## config.mk

```make
export PLATFORM = sky130hd
export DESIGN_NAME = joybus_slave_register_device
export DESIGN_NICKNAME = d
export VERILOG_FILES = /design/src/sv/jbsr_pkg.sv /design/src/sv/jbsr_front.sv /design/src/sv/jbsr_queue.sv /design/src/sv/jbsr_back.sv /design/src/sv/joybus_slave_register_device.sv
export SDC_FILE = /design/constraint.sdc
export NUM_CORES = 1
export LEC_CHECK = 0
export ABC_AREA = 1
export BUFFER_PORTS_ARGS = -buffer_cell sky130_fd_sc_hd__clkbuf_2
export CORE_AREA = 8 8 158 160
export DETAILED_ROUTE_END_ITERATION = 8
export DIE_AREA = 0 0 166 168
export PLACE_DENSITY = 0.8
export SKIP_LAST_GASP = 1
export SLEW_MARGIN = 20
export SYNTH_ARGS = -nofsm -noshare
export SYNTH_HDL_FRONTEND = slang
export SYNTH_HIERARCHICAL = 1
export SYNTH_SLANG_ARGS = --single-unit
```

## constraint.sdc

```tcl
create_clock -name clk -period 6.1 [get_ports clk]
set_input_delay 0.61 -clock clk [delete_from_list [all_inputs] [get_ports clk]]
set_output_delay 0.61 -clock clk [all_outputs]
set_load 0.02 [all_outputs]
```

## src/sv/jbsr_pkg.sv

```systemverilog
// shared types and constants for the joybus slave register device
package jbsr_pkg;

    localparam logic       FUNC_WRITE   = 1'b0;
    localparam logic       FUNC_COMMAND = 1'b1;

    localparam logic [7:0] BUS_RESET    = 8'hFF;
    localparam logic [7:0] BUS_POLL     = 8'h00;
    localparam logic [7:0] BUS_TRANSMIT = 8'h14;
    localparam logic [7:0] BUS_RECEIVE  = 8'h15;

    // device id sent after reset and poll
    localparam logic [7:0] ID_FIRST  = 8'h00;
    localparam logic [7:0] ID_SECOND = 8'h04;

    typedef enum logic [2:0] {
        REG_CONTROL = 3'd0,
        REG_STATUS  = 3'd1,
        REG_TX_LOW  = 3'd2,
        REG_TX_HIGH = 3'd3,
        REG_RX_LOW  = 3'd4,
        REG_RX_HIGH = 3'd5
    } reg_sel_t;

    localparam logic [6:0] CTRL_RESET_EV = 7'h01;
    localparam logic [6:0] CTRL_RX_EV    = 7'h02;
    localparam logic [6:0] CTRL_TX_EV    = 7'h04;
    localparam logic [6:0] CTRL_IRQ_EN   = 7'h40;
    localparam logic [5:0] STAT_RX_FULL  = 6'h02;
    localparam logic [5:0] STAT_TX_PEND  = 6'h08;
    localparam logic [5:0] STAT_CPU_MASK = 6'h30;

    localparam logic [5:0] BITS_OTHER = 6'd9;
    localparam logic [5:0] BITS_POLL  = 6'd34;
    localparam logic [5:0] BITS_XFER  = 6'd50;

    localparam logic [7:0] BIT_CYCLES_RESET = 8'd75;

    localparam int MAX_REPLY = 5;

    typedef struct packed {
        logic        func;
        logic [2:0]  reg_select;
        logic [15:0] write_value;
        logic [7:0]  command;
        logic [31:0] recv_data;
    } in_item_t;

    typedef struct packed {
        logic [7:0]  reply_byte;
        logic        reply_valid;
        logic        last;
        logic        irq;
        logic [13:0] line_cycles;
        logic [15:0] stored_value;
        logic [6:0]  control_now;
        logic [5:0]  status_now;
    } out_item_t;

    // one classified item waiting for the reply sequencer
    typedef struct packed {
        logic [2:0]                 count;
        logic                       reply_valid;
        logic [MAX_REPLY-1:0][7:0]  bytes;
        logic                       irq;
        logic [13:0]                line_cycles;
        logic [15:0]                stored_value;
        logic [6:0]                 control_now;
        logic [5:0]                 status_now;
    } job_t;

endpackage

```

## src/sv/jbsr_front.sv

```systemverilog
// front end: takes items, updates the register file and builds reply jobs
module jbsr_front
(
    input  logic              clk,
    input  logic              rst_n,
    input  logic              cfg_we,
    input  logic [7:0]        cfg_data,
    input  logic              accept,
    input  jbsr_pkg::in_item_t item,
    output jbsr_pkg::job_t    job
);

    logic [7:0]  bit_cycles_reg;
    logic [6:0]  control_reg, control_next;
    logic [5:0]  status_reg, status_next;
    logic [15:0] tx_low_reg, tx_low_next;
    logic [15:0] tx_high_reg, tx_high_next;
    logic [15:0] rx_low_reg, rx_low_next;
    logic [15:0] rx_high_reg, rx_high_next;
    logic [5:0]  line_bits;

    always_comb
    begin
        control_next = control_reg;
        status_next  = status_reg;
        tx_low_next  = tx_low_reg;
        tx_high_next = tx_high_reg;
        rx_low_next  = rx_low_reg;
        rx_high_next = rx_high_reg;
        job              = '0;
        job.count        = 3'd1;
        line_bits        = jbsr_pkg::BITS_OTHER;

        if (item.func == jbsr_pkg::FUNC_WRITE)
        begin
            case (item.reg_select)
                jbsr_pkg::REG_CONTROL:
                begin
                    // irq enable copies, event flags clear where written one
                    control_next = (item.write_value[6:0] & jbsr_pkg::CTRL_IRQ_EN)
                        | (control_reg & ~{4'b0, item.write_value[2:0]}
                           & ~jbsr_pkg::CTRL_IRQ_EN);
                    job.stored_value = {9'b0, control_next};
                end
                jbsr_pkg::REG_STATUS:
                begin
                    status_next = (item.write_value[5:0] & jbsr_pkg::STAT_CPU_MASK)
                        | (status_reg & ~jbsr_pkg::STAT_CPU_MASK);
                    job.stored_value = {10'b0, status_next};
                end
                jbsr_pkg::REG_TX_LOW:
                begin
                    tx_low_next      = item.write_value;
                    status_next      = status_reg | jbsr_pkg::STAT_TX_PEND;
                    job.stored_value = item.write_value;
                end
                jbsr_pkg::REG_TX_HIGH:
                begin
                    tx_high_next     = item.write_value;
                    status_next      = status_reg | jbsr_pkg::STAT_TX_PEND;
                    job.stored_value = item.write_value;
                end
                jbsr_pkg::REG_RX_LOW:
                begin
                    rx_low_next      = item.write_value;
                    job.stored_value = item.write_value;
                end
                jbsr_pkg::REG_RX_HIGH:
                begin
                    rx_high_next     = item.write_value;
                    job.stored_value = item.write_value;
                end
                default:
                begin
                    job.stored_value = '0;
                end
            endcase
            job.line_cycles = '0;
        end
        else
        begin
            case (item.command)
                jbsr_pkg::BUS_RESET, jbsr_pkg::BUS_POLL:
                begin
                    if (item.command == jbsr_pkg::BUS_RESET)
                    begin
                        control_next = control_reg | jbsr_pkg::CTRL_RESET_EV;
                        job.irq      = |(control_reg & jbsr_pkg::CTRL_IRQ_EN);
                    end
                    job.count       = 3'd3;
                    job.reply_valid = 1'b1;
                    job.bytes[0]    = jbsr_pkg::ID_FIRST;
                    job.bytes[1]    = jbsr_pkg::ID_SECOND;
                    job.bytes[2]    = {2'b0, status_reg};
                    line_bits       = jbsr_pkg::BITS_POLL;
                end
                jbsr_pkg::BUS_RECEIVE:
                begin
                    control_next    = control_reg | jbsr_pkg::CTRL_RX_EV;
                    status_next     = status_reg | jbsr_pkg::STAT_RX_FULL;
                    rx_low_next     = item.recv_data[15:0];
                    rx_high_next    = item.recv_data[31:16];
                    job.count       = 3'd1;
                    job.reply_valid = 1'b1;
                    job.bytes[0]    = {2'b0, status_next};
                    job.irq         = |(control_reg & jbsr_pkg::CTRL_IRQ_EN);
                    line_bits       = jbsr_pkg::BITS_XFER;
                end
                jbsr_pkg::BUS_TRANSMIT:
                begin
                    control_next    = control_reg | jbsr_pkg::CTRL_TX_EV;
                    status_next     = status_reg & ~jbsr_pkg::STAT_TX_PEND;
                    job.count       = 3'd5;
                    job.reply_valid = 1'b1;
                    job.bytes[0]    = tx_low_reg[7:0];
                    job.bytes[1]    = tx_low_reg[15:8];
                    job.bytes[2]    = tx_high_reg[7:0];
                    job.bytes[3]    = tx_high_reg[15:8];
                    job.bytes[4]    = {2'b0, status_next};
                    job.irq         = |(control_reg & jbsr_pkg::CTRL_IRQ_EN);
                    line_bits       = jbsr_pkg::BITS_XFER;
                end
                default:
                begin
                    line_bits = jbsr_pkg::BITS_OTHER;
                end
            endcase
            job.line_cycles = {8'b0, line_bits} * {6'b0, bit_cycles_reg};
        end

        job.control_now = control_next;
        job.status_now  = status_next;
    end

    always_ff @(posedge clk or negedge rst_n)
    begin
        if (!rst_n)
        begin
            bit_cycles_reg <= jbsr_pkg::BIT_CYCLES_RESET;
            control_reg    <= '0;
            status_reg     <= '0;
            tx_low_reg     <= '0;
            tx_high_reg    <= '0;
            rx_low_reg     <= '0;
            rx_high_reg    <= '0;
        end
        else
        begin
            if (cfg_we)
            begin
                bit_cycles_reg <= cfg_data;
            end
            if (accept)
            begin
                control_reg <= control_next;
                status_reg  <= status_next;
                tx_low_reg  <= tx_low_next;
                tx_high_reg <= tx_high_next;
                rx_low_reg  <= rx_low_next;
                rx_high_reg <= rx_high_next;
            end
        end
    end

endmodule

```

## src/sv/jbsr_queue.sv

```systemverilog
// short job queue between the front end and the reply sequencer
module jbsr_queue
#(
    parameter int DEPTH = 2
)
(
    input  logic           clk,
    input  logic           rst_n,
    input  logic           push,
    input  jbsr_pkg::job_t push_data,
    output logic           full,
    input  logic           pop,
    output logic           head_valid,
    output jbsr_pkg::job_t head
);

    localparam int PW = (DEPTH > 1) ? $clog2(DEPTH) : 1;
    localparam int CW = $clog2(DEPTH + 1);
    localparam logic [PW-1:0] LAST_SLOT = PW'(DEPTH - 1);
    localparam logic [CW-1:0] FULL_COUNT = CW'(DEPTH);

    jbsr_pkg::job_t        slot_reg [DEPTH];
    logic [PW-1:0]         wr_ptr_reg, wr_ptr_next;
    logic [PW-1:0]         rd_ptr_reg, rd_ptr_next;
    logic [CW-1:0]         count_reg, count_next;

    assign full       = (count_reg == FULL_COUNT);
    assign head_valid = (count_reg != '0);
    assign head       = slot_reg[rd_ptr_reg];

    always_comb
    begin
        wr_ptr_next = wr_ptr_reg;
        rd_ptr_next = rd_ptr_reg;
        count_next  = count_reg;
        if (push)
        begin
            wr_ptr_next = (wr_ptr_reg == LAST_SLOT) ? '0 : wr_ptr_reg + 1'b1;
        end
        if (pop)
        begin
            rd_ptr_next = (rd_ptr_reg == LAST_SLOT) ? '0 : rd_ptr_reg + 1'b1;
        end
        if (push && !pop)
        begin
            count_next = count_reg + 1'b1;
        end
        else if (pop && !push)
        begin
            count_next = count_reg - 1'b1;
        end
    end

    always_ff @(posedge clk or negedge rst_n)
    begin
        if (!rst_n)
        begin
            wr_ptr_reg <= '0;
            rd_ptr_reg <= '0;
            count_reg  <= '0;
        end
        else
        begin
            wr_ptr_reg <= wr_ptr_next;
            rd_ptr_reg <= rd_ptr_next;
            count_reg  <= count_next;
        end
    end

    always_ff @(posedge clk)
    begin
        if (push)
        begin
            slot_reg[wr_ptr_reg] <= push_data;
        end
    end

endmodule

```

## src/sv/jbsr_back.sv

```systemverilog
// reply sequencer: walks the head job byte by byte into the output register
module jbsr_back
(
    input  logic                clk,
    input  logic                rst_n,
    input  logic                head_valid,
    input  jbsr_pkg::job_t      head,
    output logic                pop,
    output logic                res_valid,
    input  logic                res_ready,
    output jbsr_pkg::out_item_t res_item
);

    logic [2:0]          idx_reg, idx_next;
    logic                res_valid_reg, res_valid_next;
    jbsr_pkg::out_item_t res_item_reg;
    jbsr_pkg::out_item_t item;
    logic                load;
    logic                is_last;

    assign is_last = (idx_reg == head.count - 3'd1);
    assign load    = head_valid && (!res_valid_reg || res_ready);
    assign pop     = load && is_last;

    always_comb
    begin
        item.reply_byte   = head.bytes[idx_reg];
        item.reply_valid  = head.reply_valid;
        item.last         = is_last;
        item.irq          = is_last && head.irq;
        item.line_cycles  = head.line_cycles;
        item.stored_value = head.stored_value;
        item.control_now  = head.control_now;
        item.status_now   = head.status_now;
    end

    always_comb
    begin
        idx_next       = idx_reg;
        res_valid_next = res_valid_reg;
        if (load)
        begin
            res_valid_next = 1'b1;
            idx_next       = is_last ? 3'd0 : idx_reg + 3'd1;
        end
        else if (res_ready)
        begin
            res_valid_next = 1'b0;
        end
    end

    always_ff @(posedge clk or negedge rst_n)
    begin
        if (!rst_n)
        begin
            idx_reg       <= '0;
            res_valid_reg <= 1'b0;
        end
        else
        begin
            idx_reg       <= idx_next;
            res_valid_reg <= res_valid_next;
        end
    end

    always_ff @(posedge clk)
    begin
        if (load)
        begin
            res_item_reg <= item;
        end
    end

    assign res_valid = res_valid_reg;
    assign res_item  = res_item_reg;

    // between jobs the byte index rests at zero
    assert property (@(posedge clk) disable iff (!rst_n)
        !head_valid |-> idx_reg == 3'd0)
        else $error("byte index left mid-job with no job queued");

    assert property (@(posedge clk) disable iff (!rst_n)
        head_valid |-> idx_reg < head.count)
        else $error("byte index past job length");

    assert property (@(posedge clk) disable iff (!rst_n)
        res_valid_reg && res_item_reg.irq |-> res_item_reg.last)
        else $error("irq on a transfer that is not the last of its job");

    assert property (@(posedge clk) disable iff (!rst_n)
        pop |=> res_valid_reg && res_item_reg.last)
        else $error("job retired without its last transfer in the output");

endmodule

```

## src/sv/joybus_slave_register_device.sv

```systemverilog
// top level of the joybus slave register device
//
//  channel  | signals                      | payload
//  ---------+------------------------------+---------------------
//  input    | cmd_valid / cmd_ready        | cmd_item (in_item_t)
//  result   | res_valid / res_ready        | res_item (out_item_t)
//  config   | cfg_we                       | cfg_data (bit_cycles)
//
//  an input item is classified and applied to the registers in the cycle it is
//  taken; its reply job then gives one result transfer per cycle while results do not
//  stall, 1 to 5 per item, so the reply sequencer sets the rate.
//  the job queue lets input keep flowing while results stall; cmd_ready drops
//  only when the queue is full. reset clears the registers and sets bit_cycles
//  to 75.
module joybus_slave_register_device
#(
    parameter int QUEUE_DEPTH = 2
)
(
    input  logic                clk,
    input  logic                rst_n,
    input  logic                cfg_we,
    input  logic [7:0]          cfg_data,
    input  logic                cmd_valid,
    output logic                cmd_ready,
    input  jbsr_pkg::in_item_t  cmd_item,
    output logic                res_valid,
    input  logic                res_ready,
    output jbsr_pkg::out_item_t res_item
);

    jbsr_pkg::job_t new_job;
    jbsr_pkg::job_t head;
    logic           accept;
    logic           full;
    logic           head_valid;
    logic           pop;

    assign cmd_ready = !full;
    assign accept    = cmd_valid && cmd_ready;

    jbsr_front u_front
    (
        .clk      (clk),
        .rst_n    (rst_n),
        .cfg_we   (cfg_we),
        .cfg_data (cfg_data),
        .accept   (accept),
        .item     (cmd_item),
        .job      (new_job)
    );

    jbsr_queue
    #(
        .DEPTH (QUEUE_DEPTH)
    )
    u_queue
    (
        .clk        (clk),
        .rst_n      (rst_n),
        .push       (accept),
        .push_data  (new_job),
        .full       (full),
        .pop        (pop),
        .head_valid (head_valid),
        .head       (head)
    );

    jbsr_back u_back
    (
        .clk        (clk),
        .rst_n      (rst_n),
        .head_valid (head_valid),
        .head       (head),
        .pop        (pop),
        .res_valid  (res_valid),
        .res_ready  (res_ready),
        .res_item   (res_item)
    );

endmodule

```

==> flow_metrics.env <==
export IMPL_run_status="complete, no violations"
export IMPL_placed_cells=1451
export IMPL_root_buffer="clkbuf_16"
export IMPL_path_clk_slew_ns=0.06
export IMPL_synth_top_area_share_pct=52.4
export IMPL_min_period_ns=4.32
export IMPL_postCtsSetupBuffers=0
export IMPL_drt_iter0_drc=657
export IMPL_slew_viol_final=0
export IMPL_vias=8210
export IMPL_ir_drop_uv=437
export IMPL_detail_route_antenna_nets=0
export IMPL_cts_hold_buf=0
export IMPL_io_pins=129
export IMPL_fin_tns_setup_ns=0
export IMPL_max_cap_viol_count=0
export IMPL_worstHoldPathType="primary input to async pin"
export IMPL_hold_viol=0
export IMPL_avgSynthCellArea_um2=12.1
export IMPL_grt_overflow_total=0
export IMPL_routed_wl_um=27400
export IMPL_rsz0062_at_grt="false"
export IMPL_yosysMostFrequentCell="edfxtp_1"
export IMPL_cts_max_level=1
export IMPL_ys_ff_latch=288
export IMPL_io_buffers=96
export IMPL_synth_async_sr_flop_share_pct=20.1
export IMPL_core_area_um2=22400
export IMPL_grt_pass1_vias=8425
export IMPL_fin_util_pct=66.5
export IMPL_rows=55
export IMPL_stdcell_count=1506
export IMPL_fillerInstances=1601
export IMPL_tightest_slew_ns=0.985
export IMPL_yosysUniqueCellTypes=44
export IMPL_crit_path_end_kind="flip-flop"
export IMPL_yosys_area_top_type="edfxtp_1"
export IMPL_power_per_cell_area_nw_per_um2=471
export IMPL_grt_start_max_net_pins=81
export IMPL_yosysWarnings=6
export IMPL_critical_path_class="primary input to flip-flop"
export IMPL_skew_ns=0.0150
export IMPL_multi_input_area_um2=4030
export IMPL_insertedDiodeCount=0
export IMPL_setup_viol=0
export IMPL_largest_register_ffs=176
export IMPL_die_h_um=168
export IMPL_dp_hpwl_um=17600
export IMPL_layout_drive_gt1_share_pct=24.8
export IMPL_fin_crit_sh_pct=70.9
export IMPL_worstPathArrival_ns=4.68
export IMPL_cp_common_cell="inv_1"
export IMPL_drt_vias_per_instance=5.45
export IMPL_grtUsageTotal_pct=19.5
export IMPL_fmax_mhz=231
export IMPL_clkSinkCount=288
export IMPL_start_util_pct=59.0
export IMPL_crit_required_ns=6.46
export IMPL_synth_cells=1094
export IMPL_ys_seq_area_share_pct=63.4
export IMPL_regArea_um2=8370
export IMPL_antenna_found_initial=0
export IMPL_die_w_um=166
export IMPL_dieArea_um2=27900
export IMPL_critPathLaunchType="primary input"
export IMPL_drc_errors=0
export IMPL_p_leak_nw=6.43
export IMPL_area_growth_pct=12.9
export IMPL_crit_chain="clkbuf_2 -> nor2_2 -> nand2_2 -> inv_1 -> nand2_4 -> nand3_2 -> inv_1 -> nand2_1 -> fa_1 -> inv_1 -> fa_1 -> inv_1 -> fa_1 -> inv_1 -> ha_1 -> a21oi_1 -> nand2_1 -> nand2_1 -> nand3_1 -> nand2_1 -> inv_1 -> nor2_1"
export IMPL_critPathMaxFanout=21
export IMPL_setup_ws_ns=1.78
export IMPL_cp_slowest_cell="fa_1"
export IMPL_wire_per_inst_um=18.2
export IMPL_cpPeakStageDelay_ns=0.52
export IMPL_grt_pass1_wl_um=43800
export IMPL_synth_edf_count=230
export IMPL_drt_pass1_iter_count=5
export IMPL_nets=1315
export IMPL_post_cts_resized=0
export IMPL_insertion_delay_ns=0.56
export IMPL_cts_tree="yes"
export IMPL_synth_common_cells="edfxtp_1, nand2_1, inv_1"
export IMPL_numCtsBuffers=29
export IMPL_synthFlopType="edfxtp_1"
export IMPL_gp_congestion=0.863
export IMPL_slew_headroom_pct=34.3
export IMPL_pre_cts_ws_ns=1.26
export IMPL_netlist_area_um2=13200
export IMPL_synth_area_leaders="edfxtp_1, dfrtp_1, mux2_2"
export IMPL_clock_path_buffers=3
[metrics by stage]
stage / power (mW) / instance area (um2) / hold slack [ns]
2_1_floorplan: 4.60 / 13200 / 0.314
3_3_place_gp: 5.06 / 13800 / 0.444
3_5_place_dp: 5.14 / 13800 / 0.453
4_1_cts: 7.02 / 14900 / 0.245
5_1_grt: 7.36 / 14900 / 0.266
6_report: 7.00 / 14900 / 0.210
[final timing paths]
kind                                            from                        end  slack, ns  cells past startpoint
max                                     cmd_item[33]    u_queue/slot_reg[1][42]       1.78                     22
min                                            rst_n  u_front/bit_cycles_reg[7]       0.21                      2
max reg2reg                u_front/bit_cycles_reg[3]    u_queue/slot_reg[1][42]       2.41                     17
min reg2reg                    u_front/status_reg[2]      u_front/status_reg[2]       0.46                      0
max in group asynchronous                      rst_n         u_queue/rd_ptr_reg       5.23                      2
min in group clk                         cfg_data[0]  u_front/bit_cycles_reg[0]       0.27                      3
[cells by family (layout without fill, tap and decap cells)]
logic type      Yosys count  count (layout)  synth area share (%)
compound gates           93              93                  3.83
xor+xnor                  5               5                 0.332
fa+ha+maj                44              44                  5.14
buf+inv                 186             301                  6.40
flops                   288             288                  63.4
mux                      88              88                  7.80
other cells               2              14                0.0570
simple gates            388             388                  13.0
[where the power goes]
group / leakage, nW / switching, mW / internal [mW]
clock network: 0.490 / 0.750 / 1.11
registers: 2.94 / 0.275 / 2.87
logic: 3.00 / 1.27 / 0.732
[routing by layer]
layer / routed length, um / vias to the layer above / global-route usage, %
li1: - / 3861 / -
met5: 0 / - / 0
met1: 11700 / 3962 / 25.8
met3: 1900 / 47 / 3.16
met4: 546 / 0 / 6.56
met2: 13200 / 340 / 32.6
[critical path, delay by kind of cell]
kind,cells,cell delay (ns)
buffers and inverters,7,0.60
AND/OR/NAND/NOR,10,1.33
adder cells (fa/ha/maj),4,1.85
AO/OA/AOI/OAI,1,0.27
[cell usage in the layout (no fill, tap or decap), types with 3 or more instances in the layout]
master / instances
clkbuf_1: 4
ha_1: 27
mux2_2: 78
nand2_2: 15
edfxtp_1: 230
clkbuf_16: 32
clkinvlp_4: 5
nor3_1: 5
mux2_4: 10
o21ai_1: 43
nand3_1: 41
bufinv_16: 3
nor2_4: 5
dfstp_2: 4
o21ai_0: 25
nor2_1: 70
clkinv_2: 5
fa_1: 17
o22ai_1: 5
buf_4: 4
clkbuf_2: 96
nor2_2: 15
dfrtp_1: 53
conb_1: 14
a31oi_1: 3
nand3_2: 3
inv_1: 134
xor2_1: 3
nand4_1: 5
inv_2: 8
a21oi_1: 10
nand2_1: 221
[cell type report]
| type | instances | share of cell area [%] |
|---|---|---|
| inverters | 145 | 3.70 |
| clock inverters | 16 | 1.24 |
| well taps | 285 | 2.40 |
| repair buffers | 102 | 3.69 |
| clock buffers | 38 | 5.67 |
| flip-flops and latches | 288 | 56.2 |
| multi-input cells | 632 | 27.1 |
Power figures use the tool's default switching activity.
